$ cat src/rtl/acm_pkg.sv
// shared types, constants and state codes of the covariance model core
`timescale 1ns / 1ps
package acm_pkg;

	// table geometry
	localparam int MAX_STRUCTURES   = 4;
	localparam int WORDS_PER_STRUCT = 11;
	localparam int TABLE_DEPTH      = MAX_STRUCTURES * WORDS_PER_STRUCT;
	localparam int ADDR_W           = $clog2(TABLE_DEPTH);
	localparam int PADDR_W          = 3;
	localparam int DIV_ITERS_W      = 7;

	// word positions inside one structure
	localparam logic [3:0] WORD_LAST_COEF = 4'd8;
	localparam logic [3:0] WORD_SILL      = 4'd9;
	localparam logic [3:0] WORD_RANGE     = 4'd10;
	localparam logic [3:0] WORD_TYPE      = 4'd11;

	// exponential series
	localparam logic [30:0] LN2_Q30      = 31'd744261118;
	localparam logic [3:0]  TAYLOR_TERMS = 4'd12;

	// operation codes
	localparam logic OP_LOAD = 1'b0;
	localparam logic OP_EVAL = 1'b1;

	// model types
	localparam logic [1:0] MODEL_SPH     = 2'd0;
	localparam logic [1:0] MODEL_EXP     = 2'd1;
	localparam logic [1:0] MODEL_GAU     = 2'd2;
	localparam logic [1:0] MODEL_UNKNOWN = 2'd3;

	// register indexes
	localparam logic REG_NST    = 1'b0;
	localparam logic REG_NUGGET = 1'b1;

	typedef struct packed {
		logic               operation;
		logic [1:0]         structure_index;
		logic [3:0]         word_index;
		logic signed [31:0] load_value;
		logic signed [31:0] offset_x;
		logic signed [31:0] offset_y;
		logic signed [31:0] offset_z;
	} req_t;

	typedef struct packed {
		logic [30:0] covariance;
		logic        zero_lag;
		logic        unknown_model;
	} rsp_t;

	typedef struct packed {
		logic                   start;
		logic [DIV_ITERS_W-1:0] iters;
	} div_req_t;

	typedef enum logic [4:0] {
		S_IDLE, S_STRUCT, S_SILL, S_RANGE,
		S_COEF_RD, S_COEF_MUL, S_COEF_ACC, S_SQ_MUL, S_SQ_ACC,
		S_SQRT, S_HR_GO, S_HR_DIV, S_SHAPE,
		S_SPH1, S_SPH2, S_SPH3, S_GAU1, S_GAU2,
		S_EXP_START, S_EXP_NDIV, S_EXP_MUL, S_EXP_TGO, S_EXP_TDIV, S_EXP_FIN,
		S_CONTRIB, S_CONTRIB_ACC, S_NEXT, S_DONE
	} acm_state_t;

endpackage

$ cat src/rtl/acm_div.sv
// restoring divider, one quotient bit per cycle
`timescale 1ns / 1ps
module acm_div (
	input  logic              clk,
	input  logic              arst_n,
	input  acm_pkg::div_req_t div_req,
	input  logic [63:0]       dividend,
	input  logic [30:0]       divisor,
	output logic              done,
	output logic [63:0]       quotient
);
	import acm_pkg::*;

	logic [63:0]            num_q;
	logic [63:0]            quo_q;
	logic [30:0]            rem_q;
	logic [30:0]            dvs_q;
	logic [DIV_ITERS_W-1:0] cnt_q;
	logic                   busy_q;
	logic                   done_q;
	logic [31:0]            rem_sh;
	logic [31:0]            rem_sub;
	logic                   ge;

	// one trial subtraction
	assign rem_sh  = {rem_q, num_q[63]};
	assign rem_sub = rem_sh - {1'b0, dvs_q};
	assign ge      = rem_sh >= {1'b0, dvs_q};

	// control
	always_ff @(posedge clk or negedge arst_n) begin
		if (!arst_n) begin
			busy_q <= 1'b0;
			done_q <= 1'b0;
			cnt_q  <= '0;
		end else begin
			done_q <= 1'b0;
			if (div_req.start) begin
				busy_q <= 1'b1;
				cnt_q  <= div_req.iters;
			end else if (busy_q) begin
				cnt_q <= cnt_q - 1'b1;
				if (cnt_q == DIV_ITERS_W'(1)) begin
					busy_q <= 1'b0;
					done_q <= 1'b1;
				end
			end
		end
	end

	// datapath
	always_ff @(posedge clk) begin
		if (div_req.start) begin
			num_q <= dividend;
			dvs_q <= divisor;
			rem_q <= '0;
			quo_q <= '0;
		end else if (busy_q) begin
			num_q <= {num_q[62:0], 1'b0};
			rem_q <= ge ? rem_sub[30:0] : rem_sh[30:0];
			quo_q <= {quo_q[62:0], ge};
		end
	end

	assign done     = done_q;
	assign quotient = quo_q;

endmodule

$ cat config.mk
export PLATFORM = sky130hd
export DESIGN_NAME = acm_div
export DESIGN_NICKNAME = d
export VERILOG_FILES = /design/src/rtl/acm_pkg.sv /design/src/rtl/acm_div.sv
export SDC_FILE = /design/constraint.sdc
export NUM_CORES = 1
export LEC_CHECK = 0
export ABC_AREA = 1
export BUFFER_PORTS_ARGS = -buffer_cell sky130_fd_sc_hd__buf_2
export CAP_MARGIN = 20
export CORE_AREA = 2 2 205 207
export DETAILED_ROUTE_END_ITERATION = 10
export DIE_AREA = 0 0 207 209
export GPL_TIMING_DRIVEN = 0
export PLACE_DENSITY = 0.44
export SYNTH_ARGS = -nofsm -noshare
export SYNTH_HDL_FRONTEND = slang
export SYNTH_SLANG_ARGS = --single-unit
$ cat constraint.sdc
create_clock -name clk -period 3.7 [get_ports clk]
set_clock_uncertainty 0.15 [all_clocks]
set_input_delay 0.37 -clock clk [delete_from_list [all_inputs] [get_ports clk]]
set_output_delay 0.37 -clock clk [all_outputs]
set_load 0.005 [all_outputs]
==> results of run 1 <==
## cell type report
class | count | area [sq um] | area share (%)
sequential | 199 | 4980 | 38.62
multi-input combinational | 860 | 4066 | 31.54
timing repair buffer | 230 | 1474 | 11.43
inverter | 235 | 882.1 | 6.841
tap | 539 | 674.4 | 5.230
clock buffer | 18 | 450.4 | 3.493
buffer | 42 | 195.2 | 1.514
clock inverter | 14 | 166.4 | 1.291
antenna | 2 | 5.005 | 0.03882
## power by group
part | switching, W | internal, W | leakage (nW) | total (W)
logic | 0.000344 | 0.000230 | 4.31 | 0.000574
registers | 0.0000447 | 0.00244 | 1.88 | 0.00249
clock network | 0.000982 | 0.000983 | 0.308 | 0.00196
total | 0.00137 | 0.00366 | 6.50 | 0.00503
## kinds of logic (layout without fill, tap and decap cells)
logic type / count (synthesis) / in the layout / share of synthesized area (%)
xor+xnor: 16 / 16 / 1.385
fa+ha+maj: 34 / 34 / 4.278
compound gates: 90 / 90 / 5.613
flops: 199 / 199 / 49.21
other cells: 0 / 2 / 0
simple gates: 720 / 720 / 28.91
buf+inv: 277 / 539 / 10.61
## synth_stat cells (all sizes together) (2+ instances only)
master  count  area, sq um
nand4       7        43.79
and2        3        18.77
ha         33        412.9
o22ai      62        387.9
nor3        4        25.02
dfxtp      95         1902
nand3b      4        30.03
buf        16        93.84
inv       234        878.3
a21oi      14        81.33
nor2       53        237.7
clkbuf     26        97.59
dfrtp       9        225.2
xnor2       6        52.55
nand2     569         2163
nand3      79        400.4
xor2       10        87.58
o21bai      2        15.01
o21ai       5        25.02
edfxtp     95         2853
o221ai      4        35.03
## stage by stage
| step | setup TNS, ns | cells | utilization, % | power (W) | hold WS, ns |
|---|---|---|---|---|---|
| 6_report | 0 | 2139 | 31.23 | 0.005026 | 0.02792 |
| 5_1_grt | 0 | 2138 | 31.22 | 0.005290 | 0.01498 |
| 4_1_cts | 0 | 2137 | 31.22 | 0.005129 | 0.0003657 |
| 2_1_floorplan | 0 | 1336 | - | 0.002870 | -0.07559 |
| 3_5_place_dp | 0 | 2045 | 28.27 | 0.003069 | 0.08983 |
| 3_3_place_gp | -168.41 | 2044 | 28.19 | 0.003066 | 0.08985 |
## worst min-delay path, cell delays in order
cell,delay [ns]
buf_2,0.07
nand2_1,0.05
nand2_1,0.06
## sequential cells by signal, summed over array words and instances (netlist names)
signal / flops
dvs_q: 31
busy_q: 1
quotient: 64
num_q: 64
cnt_q: 7
rem_q: 31
done: 1
## worst paths after layout
| kind | from | to | slack (ns) | depth (start not counted) |
|---|---|---|---|---|
| setup reg to reg | num_q[63] | rem_q[23] | 1.05 | 16 |
| hold reg to reg | rem_q[6] | rem_q[6] | 0.33 | 2 |
| hold / removal | dividend[44] | num_q[44] | 0.03 | 3 |
| min in group asynchronous | arst_n | cnt_q[1] | 0.16 | 2 |
| max in group asynchronous | arst_n | cnt_q[5] | 3.05 | 2 |
| setup / recovery | div_req[7] | num_q[63] | 0.83 | 6 |
## layer usage
metal	vias to the layer above	routed length (microns)	GRT usage, %
met5	-	0	0
met4	0	436	4.310
met3	27	1491	3.577
met2	182	13510	22.55
met1	4038	13810	17.54
li1	4670	-	-
==> qor.csv, run 1 <==
stage,metric,value,unit
floorplanning,row count,75,
synthesis,Post-synth EDFFs,95,
sta,Fin. Hold Viols,0,
clock_network,Clock Root Buffer,clkbuf_16,
finish,most frequent cells in the layout,"562 x nand2_1, 231 x inv_1, 175 x buf_2, 95 x edfxtp_1, 95 x dfxtp_1",
clock_network,CTS Buf Count,17,
placed_design,Placed Area,11670,sq um
sta,Highest Clock Rate,348.1,MHz
synthesis,#FFs+latches synth,199,
grt,initial antenna violation count,2,
power_and_ir_drop,Leak Pwr,6.500,nW
grt,Congestion Overflow GR,0,
grt,first-pass GRT wire length,46770,microns
route,DRC,0,
finish,fraction of layout cells with a size suffix above 1,14.64,%
floorplanning,die height,209,microns
sta,RSZ-0062 raised after global routing,false,
route,WL/cell,13.67,microns
sta,Final setup viols,0,
grt,largest net degree at the start of global routing,65,
clock_network,setup bufs post-CTS,0,
clock_network,Clock Pin Slew Worst Setup and Hold Paths,0.08,ns
sta,Worst-Margin Slew,0.8404,ns
route,Routed WL,29250,microns
route,Routed Antenna Nets,0,
critical_path,Critical Path Slowest Stage Cell,buf_2,
sta,worst rel slew slack,43.97,%
route,routed vias,8917,
synthesis,synthesized cell area,10120,sq um
floorplanning,Die W,207,microns
finish,Layout fillers,4579,
synthesis,Syn Nets,1475,
synthesis,Mapped Cells,1336,
placed_design,IO Port Bufs,169,
floorplanning,CORE AREA,41290,sq um
route,initial DRC count,462,
clock_network,CTS tree,yes,
synthesis,post-synth cell types,40,
power_and_ir_drop,worst vdd ir,0.0002182,V
synthesis,YS warnings,0,
route,vias per cell,4.169,
clock_network,worst skew pair latency,0.47,ns
grt,gr usage total,13.70,%
critical_path,"Critical Path, Cell by Cell",buf_2 -> clkbuf_1 -> nor2_1 -> inv_2 -> clkbuf_4 -> buf_16,
critical_path,crit start category,primary input,
critical_path,Worst EP required,3.68,ns
clock_network,htree depth,4,
critical_path,Crit. End Element,flop,
synthesis,"Primary FF master, synth",edfxtp_1,
sta,Slew Limit Fails,0,
synthesis,Post-Syn Area per Cell,7.575,sq um
synthesis,register area share after synthesis,49.21,%
floorplanning,Starting Density,24.51,%
critical_path,largest stage delay on the critical path,0.63,ns
floorplanning,die area,43260,sq um
power_and_ir_drop,Cell Pwr Density,389.8,nW/um^2
critical_path,Worst Path Buf+Inv,5,
placed_design,estimated wirelength of the detail-placed design,22450,microns
critical_path,Setup CP Type,in2reg,
run,Max Cap Violations,0,
clock_network,clk buf depth,2,
sta,post-route worst setup slack,0.8272,ns
finish,synthesis-to-layout area growth,27.41,%
finish,fin area,12890,sq um
grt,number of global-route vias before repair,8928,
floorplanning,total I/O pin count,170,
hold_path,Hold Crit Class,in2reg,
critical_path,critical path's top delay family,buffers and inverters,
finish,nets@finish,1724,
placed_design,GP Congestion,0.8744,
finish,"commonest non-fill, non-tap cell in the layout",nand2_1,
run_status,status,"complete, no violations",
critical_path,Crit Path Max Fanout,64,
sta,fin crit period,2.873,ns
sta,Final period util,77.64,%
clock_network,Resized cells post-CTS,0,
route,first-pass detailed-route iteration total,5,
synthesis,Synth async-reset ratio,4.523,%
critical_path,Worst Path Arrival,2.86,ns
clock_network,Num Clock Sinks,199,
placed_design,dpl ws,0.1398,ns
clock_network,cts hold-fix bufs,60,
Power figures use the tool's default switching activity.
==> inputs of run 2 (changes only) <==
==> config.mk (replaced) <==
export PLATFORM = sky130hd
export DESIGN_NAME = acm_div
export DESIGN_NICKNAME = d
export VERILOG_FILES = /design/src/rtl/acm_pkg.sv /design/src/rtl/acm_div.sv
export SDC_FILE = /design/constraint.sdc
export NUM_CORES = 1
export LEC_CHECK = 0
export ABC_AREA = 0
export BUFFER_PORTS_ARGS = -buffer_cell sky130_fd_sc_hd__buf_2
export CAP_MARGIN = 20
export CORE_AREA = 2 2 199 201
export DETAILED_ROUTE_END_ITERATION = 10
export DIE_AREA = 0 0 201 203
export GPL_TIMING_DRIVEN = 0
export PLACE_DENSITY = 0.45
export SYNTH_ARGS = -nofsm -noshare
export SYNTH_HDL_FRONTEND = slang
export SYNTH_SLANG_ARGS = --single-unit
==> constraint.sdc (replaced) <==
create_clock -name clk -period 2.78 [get_ports clk]
set_clock_uncertainty 0.15 [all_clocks]
set_input_delay 0.278 -clock clk [delete_from_list [all_inputs] [get_ports clk]]
set_output_delay 0.278 -clock clk [all_outputs]
set_load 0.005 [all_outputs]
==> qor.csv, run 2 <==
stage,metric,value,unit,change
sta,Fin. Hold Viols,0,,unchanged
critical_path,Crit Path Max Fanout,10,,was 64
synthesis,Post-Syn Area per Cell,11.20,sq um,was 7.575 sq um
finish,"commonest non-fill, non-tap cell in the layout",buf_2,,was nand2_1
finish,Finished Layout Cells,1701,,was 2139
floorplanning,total I/O pin count,170,,unchanged
clock_network,worst skew pair latency,0.45,ns,was 0.47 ns
placed_design,estimated wirelength of the detail-placed design,18430,microns,was 22450 microns
route,initial DRC count,325,,was 462
sta,fin crit period,2.989,ns,
finish,nets@finish,1307,,was 1724
sta,Final setup viols,32,,was 0
critical_path,crit start category,flop,,was primary input
synthesis,Synth async-reset ratio,4.523,%,unchanged
placed_design,IO Port Bufs,169,,unchanged
grt,initial antenna violation count,2,,unchanged
critical_path,Worst EP required,2.97,ns,was 3.68 ns
synthesis,Post-synth EDFFs,95,,unchanged
sta,RSZ-0062 raised after global routing,true,,was false
sta,Highest Clock Rate,334.5,MHz,
synthesis,"Primary FF master, synth",edfxtp_1,,unchanged
route,DRC,0,,unchanged
floorplanning,Die W,201,microns,was 207 microns
synthesis,Synth area leaders,"edfxtp_1 30%, dfxtp_1 20%, mux2i_1 8.3%, mux2_2 7.5%, nor2_1 4.4%",,"was edfxtp_1 28%, nand2_1 21%, dfxtp_1 19%, inv_1 8.6%, ha_1 4.1%"
synthesis,"count leader, synth",nor2_1,,was nand2_1
synthesis,area share of the largest cell type after synthesis,29.73,%,was 28.19%
clock_network,CTS Buf Count,17,,unchanged
synthesis,Mapped Cells,857,,was 1336
synthesis,Synth top cells by count,"113 x nor2_1, 95 x dfxtp_1, 95 x edfxtp_1",,"was 562 x nand2_1, 231 x inv_1, 95 x dfxtp_1, 95 x edfxtp_1, 78 x nand3_1"
placed_design,Placed Area,11110,sq um,was 11670 sq um
sta,Final period util,107.5,%,
floorplanning,die area,40800,sq um,was 43260 sq um
sta,Slew Limit Fails,0,,unchanged
sta,setup TNS,-4.026,ns,was 0 ns
route,routed vias,7397,,was 8917
run_status,failing checks,setup timing,,
synthesis,synthesized cell area,9594,sq um,was 10120 sq um
clock_network,htree depth,4,,unchanged
clock_network,clk buf depth,2,,unchanged
placed_design,dpl ws,-0.6155,ns,was 0.1398 ns
clock_network,Num Clock Sinks,199,,unchanged
route,first-pass detailed-route iteration total,5,,unchanged
floorplanning,die height,203,microns,was 209 microns
synthesis,YS warnings,0,,unchanged
placed_design,GP Congestion,0.7719,,was 0.8744
critical_path,largest stage delay on the critical path,0.41,ns,was 0.63 ns
run_status,status,"complete, but fails checks",,"was complete, no violations"
grt,Congestion Overflow GR,0,,unchanged
critical_path,Crit. End Element,flop,,unchanged
synthesis,post-synth cell types,67,,was 40
critical_path,Setup CP Type,reg2reg,,was in2reg
run,Max Cap Violations,0,,unchanged
floorplanning,row count,72,,was 75
critical_path,Critical Path Slowest Stage Cell,edfxtp_1,,was buf_2
critical_path,Worst Path Arrival,3.18,ns,was 2.86 ns
clock_network,Clock Pin Slew Worst Setup and Hold Paths,0.08,ns,about the same
critical_path,R2R Path Start,num_q[63],,unchanged
finish,synthesis-to-layout area growth,37.61,%,was 27.41%
sta,Worst-Margin Slew,0.8775,ns,was 0.8404 ns
sta,worst rel slew slack,41.28,%,was 43.97%
sta,post-route worst setup slack,-0.2094,ns,was 0.8272 ns
grt,gr usage total,12.93,%,was 13.70%
floorplanning,CORE AREA,38470,sq um,was 41290 sq um
critical_path,"Critical Path, Cell by Cell",inv_1 -> ha_2 -> fa_2 -> nor2b_4 -> o31ai_4 -> a21oi_2 -> o211a_1 -> nor4b_4 -> buf_4 -> o21ai_4 -> buf_12 -> nand3_2 -> mux2i_1 -> a211o_1,,was buf_2 -> clkbuf_1 -> nor2_1 -> inv_2 -> clkbuf_4 -> buf_16
synthesis,"area leader, netlist",edfxtp_1,,unchanged
grt,first-pass GRT wire length,41360,microns,was 46770 microns
route,WL/cell,15.29,microns,was 13.67 microns
route,vias per cell,4.349,,was 4.169
placed_design,Post-Place Cells,1545,,was 2045
finish,fin area,13200,sq um,was 12890 sq um
power_and_ir_drop,Leak Pwr,5.914,nW,was 6.500 nW
route,Routed WL,26010,microns,was 29250 microns
power_and_ir_drop,worst vdd ir,0.0004367,V,was 0.0002182 V
grt,number of global-route vias before repair,7640,,was 8928
synthesis,register area share after synthesis,51.90,%,was 49.21%
route,Routed Antenna Nets,0,,unchanged
power_and_ir_drop,Total Power,0.01037,W,was 0.005026 W
synthesis,Syn Nets,996,,was 1475
critical_path,Worst Setup SP,num_q[63],,was div_req[7]
finish,fraction of layout cells with a size suffix above 1,29.55,%,was 14.64%
hold_path,Hold Crit Class,in2async,,was in2reg
clock_network,CTS tree,yes,,unchanged
floorplanning,Starting Density,24.94,%,was 24.51%
grt,largest net degree at the start of global routing,40,,was 65
critical_path,R2R depth,14,,was 16
synthesis,#FFs+latches synth,199,,unchanged
power_and_ir_drop,Cell Pwr Density,785.3,nW/um^2,was 389.8 nW/um^2
clock_network,Clock Root Buffer,clkbuf_16,,unchanged
finish,most frequent cells in the layout,"170 x buf_2, 110 x nor2_1, 103 x dlygate4sd3_1, 95 x edfxtp_1, 95 x dfxtp_1",,"was 562 x nand2_1, 231 x inv_1, 175 x buf_2, 95 x edfxtp_1, 95 x dfxtp_1"
run 2: cell types whose count changed after synthesis, sizes merged, moves of 8 or more:
cell / delta
mux2i: +80
nand2: -534
a21o: +15
a21oi: +19
nor3: +8
a211oi: +26
xnor2: +15
o22ai: -62
inv: -189
o21ai: +37
mux2: +64
nor2: +60
nand3: -71
o21a: +9
run 2: area by class of cell:
cell class | count | area (sq um)
antenna | 2 | 5.005
buffer | 41 | 214.0
clock buffer | 19 | 475.5
clock inverter | 13 | 168.9
fill | 3968 | 25260
inverter | 45 | 168.9
multi-input combinational | 572 | 4461
sequential | 199 | 4980
tap | 518 | 648.1
timing repair buffer | 292 | 2082
run 2: metrics by stage:
stage	hold slack, ns	util, %
final	0.1026	34.32
after global routing	0.08583	34.32
after CTS	0.06954	33.87
after detailed placement	0.0005873	28.88
after global placement	0.001708	28.83
after floorplan	-0.1676	-
run 2: timing repair:
| item | 4_1_cts | 5_1_grt |
|---|---|---|
| setup endpoints to repair | 94 | 78 |
| resized for setup | 35 | 28 |
| hold buffers | 103 | 0 |
| hold endpoints to repair | 111 | 0 |
| buffers inserted | 13 | 6 |
| pin swaps | 21 | 19 |
run 2: power breakdown:
part           total (W)  internal, W  switching [W]  leakage (nW)
logic            0.00398      0.00193        0.00205          3.74
registers        0.00369      0.00346       0.000235          1.86
clock network    0.00269      0.00140        0.00129         0.316
total             0.0104      0.00679        0.00358          5.91
run 2: cells by family (layout without fill, tap and decap cells):
| family | Yosys count | in the layout | share of synthesized area, % |
|---|---|---|---|
| adder cells (fa/ha/maj) | 34 | 34 | 4.512 |
| multiplexers | 144 | 144 | 15.86 |
| AO/OA/AOI/OAI | 165 | 165 | 12.06 |
| XOR/XNOR | 25 | 25 | 2.282 |
| AND/OR/NAND/NOR | 204 | 204 | 9.611 |
| flip-flops | 199 | 199 | 51.90 |
| buffers and inverters | 86 | 410 | 3.769 |
| other | 0 | 2 | 0 |
run 2: worst max-delay path, delay by kind of cell (launching register included):
family,cells,cell delay [ns]
compound gates,5,0.99
flops,1,0.41
simple gates,3,0.42
mux,1,0.07
buf+inv,3,0.42
fa+ha+maj,2,0.43
run 2: final timing paths:
kind                       slack, ns        end
max reg2reg                    -0.21  rem_q[29]
min in group clk                0.15  dvs_q[10]
min reg2reg                     0.33  rem_q[26]
max in group asynchronous       2.18   cnt_q[1]
min                             0.10   cnt_q[4]
max                            -0.21  rem_q[29]
run 2: metal layers:
layer  wire length (microns)  GRT usage, %  vias up  part of all wire, %
li1                        -             -     3719                    -
met1                   12130         16.50     3540                   47
met2                   12310         21.27      129                   47
met3                    1382         4.238        9                  5.3
met4                     182         2.831        0                 0.70
met5                       0             0        -                    0
==> inputs of run 3 (changes only) <==
--- a/config.mk
+++ b/config.mk
@@ -12,6 +12,7 @@
 export DETAILED_ROUTE_END_ITERATION = 10
 export DIE_AREA = 0 0 201 203
 export GPL_TIMING_DRIVEN = 0
+export MAX_ROUTING_LAYER = met4
 export PLACE_DENSITY = 0.45
 export SYNTH_ARGS = -nofsm -noshare
 export SYNTH_HDL_FRONTEND = slang
==> qor.csv, run 3 (same netlist as run 2, synthesis figures left out) <==
stage,metric,value,unit,change
run_status,status,"complete, but fails checks",,unchanged
run_status,failing checks,setup timing,,unchanged
sta,post-route worst setup slack,-0.2147,ns,was -0.2094 ns
placed_design,estimated wirelength of the detail-placed design,18430,microns,unchanged
critical_path,Crit. End Element,flop,,unchanged
grt,Congestion Overflow GR,0,,unchanged
sta,Worst-Margin Slew,0.8746,ns,was 0.8775 ns
grt,first-pass GRT wire length,41260,microns,was 41360 microns
critical_path,Critical Path Slowest Stage Cell,edfxtp_1,,unchanged
power_and_ir_drop,worst vdd ir,0.0004331,V,was 0.0004367 V
critical_path,"Critical Path, Cell by Cell",inv_1 -> ha_2 -> fa_2 -> nor2b_4 -> o31ai_4 -> a21oi_2 -> o211a_1 -> nor4b_4 -> buf_4 -> o21ai_4 -> buf_12 -> nand3_2 -> mux2i_1 -> a211o_1,,unchanged
route,DRC,0,,unchanged
sta,Fin. Hold Viols,0,,unchanged
floorplanning,row count,72,,unchanged
power_and_ir_drop,Leak Pwr,5.914,nW,about the same
sta,Highest Clock Rate,333.9,MHz,was 334.5 MHz
placed_design,GP Congestion,0.7824,,was 0.7719
power_and_ir_drop,Cell Pwr Density,784.5,nW/um^2,was 785.3 nW/um^2
finish,synthesis-to-layout area growth,37.66,%,was 37.61%
placed_design,dpl ws,-0.6155,ns,unchanged
route,vias per cell,4.325,,was 4.349
run,Max Cap Violations,0,,unchanged
sta,Final period util,107.7,%,was 107.5%
route,Routed Antenna Nets,0,,unchanged
critical_path,crit start category,flop,,unchanged
floorplanning,total I/O pin count,170,,unchanged
grt,initial antenna violation count,4,,was 2
clock_network,worst skew pair latency,0.45,ns,about the same
route,first-pass detailed-route iteration total,4,,was 5
grt,gr usage total,13.31,%,was 12.93%
sta,Final setup viols,32,,unchanged
finish,fraction of layout cells with a size suffix above 1,29.55,%,unchanged
route,routed vias,7366,,was 7397
grt,largest net degree at the start of global routing,40,,unchanged
clock_network,CTS tree,yes,,unchanged
power_and_ir_drop,Total Power,0.01036,W,was 0.01037 W
floorplanning,CORE AREA,38470,sq um,unchanged
route,WL/cell,15.24,microns,was 15.29 microns
critical_path,Worst EP required,2.97,ns,about the same
critical_path,largest stage delay on the critical path,0.41,ns,about the same
finish,Finished Layout Cells,1703,,was 1701
floorplanning,Starting Density,24.94,%,unchanged
sta,Slew Limit Fails,0,,unchanged
placed_design,Post-Place Cells,1545,,unchanged
sta,worst rel slew slack,41.48,%,was 41.28%
sta,RSZ-0062 raised after global routing,true,,unchanged
floorplanning,Die W,201,microns,unchanged
finish,nets@finish,1307,,unchanged
route,initial DRC count,291,,was 325
critical_path,Crit Path Max Fanout,10,,unchanged
clock_network,Clock Pin Slew Worst Setup and Hold Paths,0.08,ns,about the same
clock_network,Num Clock Sinks,199,,unchanged
finish,"commonest non-fill, non-tap cell in the layout",buf_2,,unchanged
critical_path,Setup CP Type,reg2reg,,unchanged
clock_network,htree depth,4,,unchanged
floorplanning,die height,203,microns,unchanged
finish,most frequent cells in the layout,"170 x buf_2, 110 x nor2_1, 103 x dlygate4sd3_1, 95 x edfxtp_1, 95 x dfxtp_1",,unchanged
grt,number of global-route vias before repair,7650,,was 7640
clock_network,CTS Buf Count,17,,unchanged
floorplanning,die area,40800,sq um,unchanged
clock_network,clk buf depth,2,,unchanged
sta,fin crit period,2.995,ns,was 2.989 ns
placed_design,IO Port Bufs,169,,unchanged
clock_network,Clock Root Buffer,clkbuf_16,,unchanged
finish,fin area,13210,sq um,was 13200 sq um
critical_path,Worst Path Arrival,3.18,ns,about the same
hold_path,Hold Crit Class,in2async,,unchanged
placed_design,Placed Area,11110,sq um,unchanged
route,Routed WL,25950,microns,was 26010 microns
[run 3: cell type report]
cell class              instances  area [sq um]
plain buffers                  41         214.0
multi-input cells             572          4461
clock buffers                  19         475.5
repair buffers                292          2082
well taps                     518         648.1
flip-flops and latches        199          4980
inverters                      45         168.9
diodes                          4         10.01
clock inverters                13         168.9
fillers                      3966         25260
[run 3: power breakdown]
part           switching (W)  internal, W
clock                0.00128      0.00140
sequential          0.000235      0.00346
combinational        0.00206      0.00193
[run 3: final timing paths]
check                      depth (start not counted)  slack (ns)        from         to
min in group clk                                   1        0.16  div_req[7]  dvs_q[10]
max reg2reg                                       14       -0.21   num_q[63]  rem_q[29]
max                                               14       -0.21   num_q[63]  rem_q[29]
min                                                2        0.10      arst_n       done
min reg2reg                                        2        0.34   rem_q[26]  rem_q[26]
max in group asynchronous                          2        2.18      arst_n   cnt_q[1]
[run 3: layer usage]
metal | GRT usage (%) | routed length (microns) | part of all wire [%]
met1 | 16.81 | 12450 | 48
met2 | 21.27 | 12220 | 47
met3 | 3.708 | 1072 | 4.1
met4 | 2.831 | 204 | 0.79
met5 | - | 0 | 0
[run 3: critical path: cells and delay by family, from the launching register on]
kind	cells	cell delay, ns
adders and majority gates	2	0.43
AOI/OAI and AO/OA	5	0.99
DFF	1	0.41
buffers and inverters	3	0.42
muxes	1	0.07
and+or+nand+nor	3	0.42
[run 3: what timing repair did]
| item | CTS | global route |
|---|---|---|
| setup endpoints to repair | 94 | 78 |
| resized for setup | 35 | 28 |
| setup buffers | 13 | 6 |
| pin swaps | 21 | 19 |
| hold buffers | 103 | 0 |
| hold endpoints to repair | 111 | 0 |
[run 3: per-stage QoR]
stage                     hold slack (ns)  utilization (%)  setup TNS, ns
after floorplan                   -0.1676                -              0
after global placement           0.001708            28.83        -142.05
after detailed placement        0.0005873            28.88         -75.05
after CTS                         0.06954            33.87         -5.841
after global routing              0.08252            34.34         -11.28
final                              0.1037            34.34         -4.232
